==> src/design/hbv_pkg.sv <==
// shared types, constants and cell geometry functions for the heightfield block voxelizer
package hbv_pkg;

    localparam int HEIGHT_FRAC_BITS = 8;
    localparam int CELL_EDGE        = 8;

    localparam int CORNER_W = 16;
    localparam int ROW_W    = 7;
    localparam int SPLIT_W  = 4;
    localparam int IDX_W    = $clog2(CELL_EDGE);
    localparam int CENTRE_W = IDX_W + 1;

    localparam int IN_DATA_W  = 72;
    localparam int OUT_DATA_W = 32;
    localparam int APB_ADDR_W = 4;
    localparam int APB_DATA_W = 32;

    // interpolation widths
    localparam int WEIGHT_W = CENTRE_W + 1;
    localparam int U_W      = CORNER_W + WEIGHT_W - 1;
    localparam int H_W      = U_W + WEIGHT_W - 1;
    localparam int W_W      = ROW_W + CENTRE_W + CENTRE_W + HEIGHT_FRAC_BITS;
    localparam int CMP_W    = ((W_W > H_W) ? W_W : H_W) + 2;

    // full block test widths
    localparam int THR_W     = ROW_W + 1 + HEIGHT_FRAC_BITS;
    localparam int MN_CMP_W  = ((THR_W + 1) > CORNER_W) ? (THR_W + 1) : CORNER_W;
    localparam int ONE_VOXEL = 1 << HEIGHT_FRAC_BITS;

    // register indexes
    localparam logic [1:0] REG_SPLIT_ACROSS = 2'd0;
    localparam logic [1:0] REG_SPLIT_UP     = 2'd1;
    localparam logic [1:0] REG_SINGLE_COLOR = 2'd2;

    // legal split codes
    localparam logic [SPLIT_W-1:0] SPLIT_1 = 4'd1;
    localparam logic [SPLIT_W-1:0] SPLIT_2 = 4'd2;
    localparam logic [SPLIT_W-1:0] SPLIT_3 = 4'd3;
    localparam logic [SPLIT_W-1:0] SPLIT_4 = 4'd4;
    localparam logic [SPLIT_W-1:0] SPLIT_8 = 4'd8;

    typedef enum logic [1:0] {
        KIND_DETAILED = 2'd0,
        KIND_DIRT     = 2'd1,
        KIND_BEDROCK  = 2'd2
    } block_kind_t;

    localparam logic [1:0] MAT_GRASS = 2'd0;
    localparam logic [1:0] MAT_DIRT  = 2'd1;

    function automatic logic split_ok(input logic [SPLIT_W-1:0] s);
        return (s == SPLIT_1) || (s == SPLIT_2) || (s == SPLIT_3) ||
               (s == SPLIT_4) || (s == SPLIT_8);
    endfunction

    // cell width in sub-steps of the block edge
    function automatic logic [CENTRE_W-1:0] cell_size(input logic [SPLIT_W-1:0] s,
                                                      input logic [IDX_W-1:0] c);
        logic [CENTRE_W-1:0] r;
        unique case (s)
            SPLIT_2: r = 4'd4;
            SPLIT_3: r = (c == 3'd1) ? 4'd2 : 4'd3;
            SPLIT_4: r = 4'd2;
            SPLIT_8: r = 4'd1;
            default: r = 4'd8;
        endcase
        return r;
    endfunction

    // cell centre in units of 1/(2*CELL_EDGE) block
    function automatic logic [CENTRE_W-1:0] cell_centre(input logic [SPLIT_W-1:0] s,
                                                        input logic [IDX_W-1:0] c);
        logic [CENTRE_W-1:0] r;
        unique case (s)
            SPLIT_2: r = {c[0], 3'b100};
            SPLIT_3: begin
                unique case (c)
                    3'd0:    r = 4'd3;
                    3'd1:    r = 4'd8;
                    default: r = 4'd13;
                endcase
            end
            SPLIT_4: r = {c[1:0], 2'b10};
            SPLIT_8: r = {c[2:0], 1'b1};
            default: r = 4'd8;
        endcase
        return r;
    endfunction

endpackage

==> src/design/heightfield_block_voxelizer.sv <==
// heightfield block voxelizer: block classifier, column sequencer and masking pipeline
// pipeline: an accepted request passes the sequencer, three arithmetic stages and the
// output register; one result column leaves per cycle while m_tready does not stall it
// columns: a full block yields one result column, a detailed block split_across^2, issued by
// the column sequencer one column per cycle into the pipeline unless the stages stall
// reset: aresetn low at a rising edge clears all valid bits and sets the registers to
// split_across 2, split_up 2, single_color 0
module heightfield_block_voxelizer (
    input  logic                              aclk,
    input  logic                              aresetn,
    // corner_a, corner_b, corner_c, corner_d, block_row, zero pad
    input  logic [hbv_pkg::IN_DATA_W-1:0]     s_tdata,
    input  logic                              s_tvalid,
    output logic                              s_tready,
    // block_kind, column_x, column_z, filled_mask, grass_mask, fallback_material,
    // any_filled, zero pad
    output logic [hbv_pkg::OUT_DATA_W-1:0]    m_tdata,
    output logic                              m_tlast,
    output logic                              m_tvalid,
    input  logic                              m_tready,
    input  logic                              psel,
    input  logic                              penable,
    input  logic                              pwrite,
    input  logic [hbv_pkg::APB_ADDR_W-1:0]    paddr,
    input  logic [hbv_pkg::APB_DATA_W-1:0]    pwdata,
    output logic [hbv_pkg::APB_DATA_W-1:0]    prdata,
    output logic                              pready
);
    import hbv_pkg::*;

    // configuration
    logic [SPLIT_W-1:0] split_across_reg;
    logic [SPLIT_W-1:0] split_up_reg;
    logic               single_color_reg;
    logic               cfg_wr;
    logic [1:0]         cfg_idx;

    assign pready  = 1'b1;
    assign cfg_wr  = psel && penable && pwrite;
    assign cfg_idx = paddr[3:2];

    always_ff @(posedge aclk) begin
        if (!aresetn) begin
            split_across_reg <= SPLIT_2;
            split_up_reg     <= SPLIT_2;
            single_color_reg <= 1'b0;
        end else if (cfg_wr) begin
            unique case (cfg_idx)
                REG_SPLIT_ACROSS: begin
                    if (split_ok(pwdata[SPLIT_W-1:0])) split_across_reg <= pwdata[SPLIT_W-1:0];
                end
                REG_SPLIT_UP: begin
                    if (split_ok(pwdata[SPLIT_W-1:0])) split_up_reg <= pwdata[SPLIT_W-1:0];
                end
                REG_SINGLE_COLOR: single_color_reg <= pwdata[0];
                default: ;
            endcase
        end
    end

    always_comb begin
        unique case (cfg_idx)
            REG_SPLIT_ACROSS: prdata = APB_DATA_W'(split_across_reg);
            REG_SPLIT_UP:     prdata = APB_DATA_W'(split_up_reg);
            REG_SINGLE_COLOR: prdata = APB_DATA_W'(single_color_reg);
            default:          prdata = '0;
        endcase
    end

    // request unpack and classification
    logic signed [CORNER_W-1:0] in_a, in_b, in_c, in_d, min_ab, min_cd, in_min;
    logic [ROW_W-1:0]           in_row;
    logic [THR_W-1:0]           dirt_thr;
    logic signed [MN_CMP_W-1:0] min_x;
    logic                       is_bed, is_dirt;
    block_kind_t                in_kind;

    assign in_a   = s_tdata[15:0];
    assign in_b   = s_tdata[31:16];
    assign in_c   = s_tdata[47:32];
    assign in_d   = s_tdata[63:48];
    assign in_row = s_tdata[70:64];

    assign min_ab   = (in_b < in_a) ? in_b : in_a;
    assign min_cd   = (in_d < in_c) ? in_d : in_c;
    assign in_min   = (min_cd < min_ab) ? min_cd : min_ab;
    assign min_x    = MN_CMP_W'(in_min);
    assign dirt_thr = (THR_W'(in_row) + THR_W'(2)) << HEIGHT_FRAC_BITS;
    assign is_bed   = (in_row == '0) && (min_x >= $signed(MN_CMP_W'(ONE_VOXEL)));
    assign is_dirt  = min_x >= $signed(MN_CMP_W'(dirt_thr));

    always_comb begin
        priority if (is_bed) in_kind = KIND_BEDROCK;
        else if (is_dirt)    in_kind = KIND_DIRT;
        else                 in_kind = KIND_DETAILED;
    end

    // handshake chain
    logic out_load, s3_load, s2_load, s1_load, issue, accept, col_last;
    logic m_valid_reg, s1_valid_reg, s2_valid_reg, s3_valid_reg, item_valid_reg;

    assign out_load = !m_valid_reg || m_tready;
    assign s3_load  = !s3_valid_reg || out_load;
    assign s2_load  = !s2_valid_reg || s3_load;
    assign s1_load  = !s1_valid_reg || s2_load;
    assign issue    = item_valid_reg && s1_load;
    assign s_tready = !item_valid_reg || (s1_load && col_last);
    assign accept   = s_tvalid && s_tready;

    // column sequencer
    logic signed [CORNER_W-1:0] it_a_reg, it_b_reg, it_c_reg, it_d_reg;
    logic [ROW_W-1:0]           it_row_reg;
    block_kind_t                it_kind_reg;
    logic [IDX_W-1:0]           cnt_x_reg, cnt_z_reg;
    logic [SPLIT_W-1:0]         across_max;

    assign across_max = split_across_reg - SPLIT_W'(1);
    assign col_last   = (it_kind_reg != KIND_DETAILED) ||
                        ((cnt_x_reg == across_max[IDX_W-1:0]) &&
                         (cnt_z_reg == across_max[IDX_W-1:0]));

    always_ff @(posedge aclk) begin
        if (!aresetn) begin
            item_valid_reg <= 1'b0;
            cnt_x_reg      <= '0;
            cnt_z_reg      <= '0;
        end else if (accept) begin
            item_valid_reg <= 1'b1;
            cnt_x_reg      <= '0;
            cnt_z_reg      <= '0;
        end else if (issue) begin
            if (col_last) begin
                item_valid_reg <= 1'b0;
            end else if (cnt_x_reg == across_max[IDX_W-1:0]) begin
                cnt_x_reg <= '0;
                cnt_z_reg <= cnt_z_reg + IDX_W'(1);
            end else begin
                cnt_x_reg <= cnt_x_reg + IDX_W'(1);
            end
        end
    end

    always_ff @(posedge aclk) begin
        if (accept) begin
            it_a_reg    <= in_a;
            it_b_reg    <= in_b;
            it_c_reg    <= in_c;
            it_d_reg    <= in_d;
            it_row_reg  <= in_row;
            it_kind_reg <= in_kind;
        end
    end

    // stage 1: blend along x
    logic [CENTRE_W-1:0]        px, pz;
    logic signed [WEIGHT_W-1:0] wx_hi, wx_lo;
    logic signed [U_W-1:0]      u_next, v_next;

    assign px     = cell_centre(split_across_reg, cnt_x_reg);
    assign pz     = cell_centre(split_across_reg, cnt_z_reg);
    assign wx_lo  = $signed({1'b0, px});
    assign wx_hi  = $signed(WEIGHT_W'(2 * CELL_EDGE)) - wx_lo;
    assign u_next = U_W'(wx_hi * it_a_reg + wx_lo * it_b_reg);
    assign v_next = U_W'(wx_hi * it_c_reg + wx_lo * it_d_reg);

    logic signed [U_W-1:0] s1_u_reg, s1_v_reg;
    logic [CENTRE_W-1:0]   s1_pz_reg;
    logic [ROW_W-1:0]      s1_row_reg;
    block_kind_t           s1_kind_reg;
    logic [IDX_W-1:0]      s1_x_reg, s1_z_reg;
    logic                  s1_last_reg;

    always_ff @(posedge aclk) begin
        if (!aresetn) begin
            s1_valid_reg <= 1'b0;
        end else if (s1_load) begin
            s1_valid_reg <= issue;
        end
    end

    always_ff @(posedge aclk) begin
        if (s1_load) begin
            s1_u_reg    <= u_next;
            s1_v_reg    <= v_next;
            s1_pz_reg   <= pz;
            s1_row_reg  <= it_row_reg;
            s1_kind_reg <= it_kind_reg;
            s1_x_reg    <= cnt_x_reg;
            s1_z_reg    <= cnt_z_reg;
            s1_last_reg <= col_last;
        end
    end

    // stage 2: blend along z
    logic signed [WEIGHT_W-1:0] wz_hi, wz_lo;
    logic signed [H_W-1:0]      h_next;

    assign wz_lo  = $signed({1'b0, s1_pz_reg});
    assign wz_hi  = $signed(WEIGHT_W'(2 * CELL_EDGE)) - wz_lo;
    assign h_next = H_W'(wz_hi * s1_u_reg + wz_lo * s1_v_reg);

    logic signed [H_W-1:0] s2_h_reg;
    logic [ROW_W-1:0]      s2_row_reg;
    block_kind_t           s2_kind_reg;
    logic [IDX_W-1:0]      s2_x_reg, s2_z_reg;
    logic                  s2_last_reg;

    always_ff @(posedge aclk) begin
        if (!aresetn) begin
            s2_valid_reg <= 1'b0;
        end else if (s2_load) begin
            s2_valid_reg <= s1_valid_reg;
        end
    end

    always_ff @(posedge aclk) begin
        if (s2_load) begin
            s2_h_reg    <= h_next;
            s2_row_reg  <= s1_row_reg;
            s2_kind_reg <= s1_kind_reg;
            s2_x_reg    <= s1_x_reg;
            s2_z_reg    <= s1_z_reg;
            s2_last_reg <= s1_last_reg;
        end
    end

    // stage 3: per up-cell compare lanes
    logic [CELL_EDGE-1:0] fill_next, grass_next;

    always_comb begin
        logic [CENTRE_W-1:0]     cy;
        logic [W_W-1:0]          wy, thick;
        logic signed [CMP_W-1:0] diff;
        for (int y = 0; y < CELL_EDGE; y++) begin
            cy    = cell_centre(split_up_reg, IDX_W'(y));
            wy    = {s2_row_reg, cy, {CENTRE_W{1'b0}}, {HEIGHT_FRAC_BITS{1'b0}}};
            thick = W_W'(cell_size(split_up_reg, IDX_W'(y))) << (CENTRE_W + 1 + HEIGHT_FRAC_BITS);
            diff  = CMP_W'(s2_h_reg) - $signed(CMP_W'(wy));
            fill_next[y]  = (SPLIT_W'(y) < split_up_reg) && (diff > $signed(CMP_W'(0)));
            grass_next[y] = fill_next[y] && (s2_row_reg != '0) &&
                            (diff <= $signed(CMP_W'(thick)));
        end
    end

    logic [CELL_EDGE-1:0] s3_fill_reg, s3_grass_reg;
    block_kind_t          s3_kind_reg;
    logic [IDX_W-1:0]     s3_x_reg, s3_z_reg;
    logic                 s3_last_reg;

    always_ff @(posedge aclk) begin
        if (!aresetn) begin
            s3_valid_reg <= 1'b0;
        end else if (s3_load) begin
            s3_valid_reg <= s2_valid_reg;
        end
    end

    always_ff @(posedge aclk) begin
        if (s3_load) begin
            s3_fill_reg  <= fill_next;
            s3_grass_reg <= grass_next;
            s3_kind_reg  <= s2_kind_reg;
            s3_x_reg     <= s2_x_reg;
            s3_z_reg     <= s2_z_reg;
            s3_last_reg  <= s2_last_reg;
        end
    end

    // output stage: block-wide flags and result register
    logic                 acc_any_reg, acc_grass_reg, any_next, has_grass_next, s3_move;
    logic [OUT_DATA_W-1:0] m_data_reg, data_next;
    logic                 m_last_reg;
    logic [1:0]           fallback;

    assign s3_move        = s3_valid_reg && out_load;
    assign any_next       = acc_any_reg || (s3_fill_reg != '0);
    assign has_grass_next = acc_grass_reg || (s3_grass_reg != '0);

    always_comb begin
        data_next = '0;
        fallback  = has_grass_next ? MAT_GRASS : MAT_DIRT;
        if (s3_kind_reg != KIND_DETAILED) begin
            data_next[1:0]   = s3_kind_reg;
            data_next[15:8]  = 8'd1;
            data_next[25:24] = s3_kind_reg;
            data_next[26]    = 1'b1;
        end else begin
            data_next[1:0]   = KIND_DETAILED;
            data_next[4:2]   = s3_x_reg;
            data_next[7:5]   = s3_z_reg;
            data_next[15:8]  = s3_fill_reg;
            data_next[23:16] = single_color_reg ? '0 : s3_grass_reg;
            if (s3_last_reg) begin
                data_next[25:24] = fallback;
                data_next[26]    = any_next;
            end
        end
    end

    always_ff @(posedge aclk) begin
        if (!aresetn) begin
            m_valid_reg   <= 1'b0;
            acc_any_reg   <= 1'b0;
            acc_grass_reg <= 1'b0;
        end else begin
            if (out_load) m_valid_reg <= s3_valid_reg;
            if (s3_move) begin
                acc_any_reg   <= s3_last_reg ? 1'b0 : any_next;
                acc_grass_reg <= s3_last_reg ? 1'b0 : has_grass_next;
            end
        end
    end

    always_ff @(posedge aclk) begin
        if (out_load) begin
            m_data_reg <= data_next;
            m_last_reg <= s3_last_reg;
        end
    end

    assign m_tvalid = m_valid_reg;
    assign m_tdata  = m_data_reg;
    assign m_tlast  = m_last_reg;

    // checks
    a_flags_on_last: assert property (@(posedge aclk) disable iff (!aresetn)
        m_tvalid && !m_tlast |-> m_tdata[26:24] == 3'd0)
        else $error("block flags on a result that is not last");

    a_full_is_last: assert property (@(posedge aclk) disable iff (!aresetn)
        m_tvalid && (m_tdata[1:0] != KIND_DETAILED) |-> m_tlast)
        else $error("full block result without last");

    a_seq_drains: assert property (@(posedge aclk) disable iff (!aresetn)
        issue && col_last && !accept |=> !item_valid_reg)
        else $error("sequencer kept a finished request");

    a_split_legal: assert property (@(posedge aclk) disable iff (!aresetn)
        split_ok(split_across_reg) && split_ok(split_up_reg))
        else $error("split register holds an unsupported value");

endmodule

==> config.mk <==
export PLATFORM = sky130hd
export DESIGN_NAME = heightfield_block_voxelizer
export DESIGN_NICKNAME = d
export VERILOG_FILES = /design/src/design/hbv_pkg.sv /design/src/design/heightfield_block_voxelizer.sv
export SDC_FILE = /design/constraint.sdc
export NUM_CORES = 2
export LEC_CHECK = 0
export BUFFER_PORTS_ARGS = -buffer_cell sky130_fd_sc_hd__buf_4
export CAP_MARGIN = 30
export CORE_MARGIN = 3
export CORE_UTILIZATION = 40
export CTS_CLUSTER_SIZE = 8
export DETAILED_ROUTE_END_ITERATION = 6
export GPL_ROUTABILITY_DRIVEN = 0
export HOLD_SLACK_MARGIN = 0.02
export SLEW_MARGIN = 20
export SYNTH_ARGS = -nofsm -noshare
export SYNTH_HDL_FRONTEND = slang
export SYNTH_SLANG_ARGS = --single-unit
==> constraint.sdc <==
create_clock -name aclk -period 18.25 [get_ports aclk]
set_clock_uncertainty 0.15 [all_clocks]
set_input_delay 3.65 -clock aclk [delete_from_list [all_inputs] [get_ports aclk]]
set_output_delay 3.65 -clock aclk [all_outputs]
set_load 0.005 [all_outputs]
==> reports/summary.txt <==
CP endpoint kind = register
fraction of layout cells with a size suffix above 1 = 7.685%
DR WL/cell = 16.10 um
Ports = 183
met2 Resource Use GR = 29.58%
synth top area cells = fa_1 (24%), edfxtp_1 (22%), ha_1 (13%)
asr flop ratio synth = 0%
slew margin rel. = 39.49%
Pwr Density = 158.2 nW/um^2
setup slack after placement = 8.000 ns
Min-Delay Endpoint = s3_x_reg[2]
Netlist cell types = 84
Max IR drop VDD = 0.1290 mV
Pint = 2.895 mW
vias in the first global route = 21.99k
crit path DAT = 9.84 ns
worst-case hold slack = 0.2512 ns
Cells on Worst Hold Path = 0
Cell Area, Synth = 30270 sq um
GR Util met1 = 24.12%
Syn Inst Count = 3112
Pleak = 15.96 nW
initial antenna violation count = 0
Worst Reg-to-Reg Cells = 30
met3 Track Usage GR = 2.093%
Post-synth EDFFs = 225
FMAX = 104.1 MHz
final worst slack = 8.647 ns
final count of negative-setup-slack endpoints = 0
DR iter-0 viols = 1148
TNS Setup = 0 ns
Slew Limit Fails = 0
clk sink count = 247
Routed Antenna Nets = 0
Hold Crit Class = reg -> reg
area leader, netlist = fa_1
Max-Cap Viols = 0
Via density = 4.998
drt drc = 0
Overflow after GRT = 0
fin nets = 4010
max FFs per register = 26
worst slew pin tran = 0.9069 ns
GRT Total Usage = 17.71%
most common cell after layout, fill and taps aside = inv_1
sequential power share = 18.4%
Clock Tree Buf Depth = 3
RSZ-0062 raised after global routing = no
row count = 100
Clk network pwr share = 13.0%
CTS Buf Count = 39
Worst-Skew Late Latency = 0.56 ns
commonest non-fill, non-tap cells in the layout = inv_1 (552), fa_1 (369), ha_1 (324)
postcts setup bufs = 0
Worst-path clk slew = 0.05 ns
reg2reg start = split_across_reg[0]
Die H = 281.1 um
period utilisation layout = 52.62%
HPWL after detailed placement = 55360 um
P&R area growth vs syn = 9.932%
crit path max fanout = 21
cts hold-fix bufs = 0
Yosys warning count = 0
die width = 281.1 um
Total Wirelength = 67560 um
P_sw = 2.370 mW
Seq cells post-synth = 247
crit path launch type = primary input
Core Footprint = 74700 sq um
drt first pass iters = 5
ys flop type = edfxtp_1
register area share after synthesis = 23.77%
final hold violations = 0
via count = 20.97k
worst endpoint required time = 18.48 ns
H-tree depth = 2
Mapped Avg Cell Area = 9.727 sq um
global-route wire length before repair = 113200 um
n_diodes = 0
CTS tree = built
Comb power frac = 68.7%
fin crit period = 9.603 ns
worst reg2reg endpoint = s1_v_reg[18]
top cell type's share of synthesized area = 24.40%
die area = 79010 sq um
CTS Root Cell = clkbuf_16
Resize count post-CTS = 0
GRT Max-Usage Layer = met2
Net Sw Frac = 45.02%
worst hold path startpoint = s2_x_reg[2]
WS Path Type = in -> reg
status = finished, final reports clean
pin count of the biggest net entering global routing = 66
final core utilization = 44.55%
worst reg-to-reg setup slack = 9.59 ns
Initial Utilization = 40.53%
PortBufs = 117
==> logic make-up (layout without fill, tap and decap cells) <==
logic type / count (synthesis) / after routing / synth area share (%)
XOR/XNOR: 137 / 137 / 3.964
buffers and inverters: 680 / 763 / 8.936
flip-flops: 247 / 247 / 23.77
adder cells (fa/ha/maj): 693 / 693 / 37.79
AND/OR/NAND/NOR: 934 / 934 / 15.97
AO/OA/AOI/OAI: 372 / 372 / 7.948
multiplexers: 47 / 47 / 1.591
other: 2 / 34 / 0.02481
==> worst max-delay path by stage <==
| stage | startpoint | end | slack [ns] | cells after the start |
|---|---|---|---|---|
| after floorplan | s_tdata[38] | it_kind_reg[0] | 9.51 | 27 |
| after global placement | s_tdata[33] | it_kind_reg[0] | 8.00 | 26 |
| after detailed placement | s_tdata[33] | it_kind_reg[0] | 8.00 | 26 |
| after CTS | s_tdata[33] | it_kind_reg[0] | 8.56 | 26 |
| after global routing | s_tdata[33] | it_kind_reg[0] | 8.07 | 26 |
| final | s_tdata[33] | it_kind_reg[0] | 8.65 | 26 |
==> synthesized netlist by cell type, drive strengths merged, types with 26 or more instances <==
cell    number
a21o        39
a21oi      116
and2       242
buf         52
clkbuf      74
edfxtp     225
fa         369
ha         324
inv        554
mux2i       41
nand2      253
nand3       39
nor2       156
nor2b       57
nor3        36
o21ai       91
or2         26
xnor2      104
xor2        33
==> stage by stage <==
stage,cell area (sq um),cells,power [mW]
6_report,33280,4196,5.266
3_5_place_dp,32090,4129,4.613
3_3_place_gp,32070,4128,4.551
5_1_grt,33280,4196,5.910
2_1_floorplan,30390,3144,3.873
4_1_cts,33270,4195,5.331
==> final cells by class <==
type,instances,area [sq um]
Timing Repair Buffer,143,1081
Clock buffer,58,1057
Sequential cell,247,7197
Tap cell,969,1212
Fill cell,7180,41420
Clock inverter,8,123.9
Inverter,554,2079
Multi-Input combinational cell,2217,20530
==> worst max-delay path, cell delays in order <==
cell	delay [ns]
buf_4	0.10
inv_1	0.05
ha_1	0.28
o21ai_0	0.17
a21oi_1	0.06
o31ai_1	0.52
a2111oi_4	0.17
nor2_2	0.45
buf_4	0.33
nor2_1	0.06
a21oi_1	0.33
inv_1	0.09
ha_1	0.33
a21o_1	0.16
a21oi_1	0.14
o211ai_1	0.11
o211ai_1	0.10
a31oi_1	0.17
o31ai_4	0.59
mux2i_1	0.35
inv_1	0.07
ha_1	0.29
nor4b_1	0.55
o21ai_0	0.17
mux2_2	0.32
a211oi_2	0.23
==> layer usage <==
layer / share of wire (%) / vias up / routed length (um)
li1: - / 10220 / -
met1: 46 / 10220 / 31410
met2: 47 / 416 / 31690
met3: 3.6 / 110 / 2425
met4: 3.0 / 0 / 2035
met5: 0 / - / 0
==> power groups by stage <==
stage	registers, mW	clock network, mW	logic, mW
floorplan	0.920	0	2.95
global placement	0.980	0	3.57
CTS	0.969	0.705	3.66
detailed placement	0.980	0	3.63
finish	0.968	0.683	3.61
global route	0.982	0.726	4.20
Power figures use the tool's default switching activity.
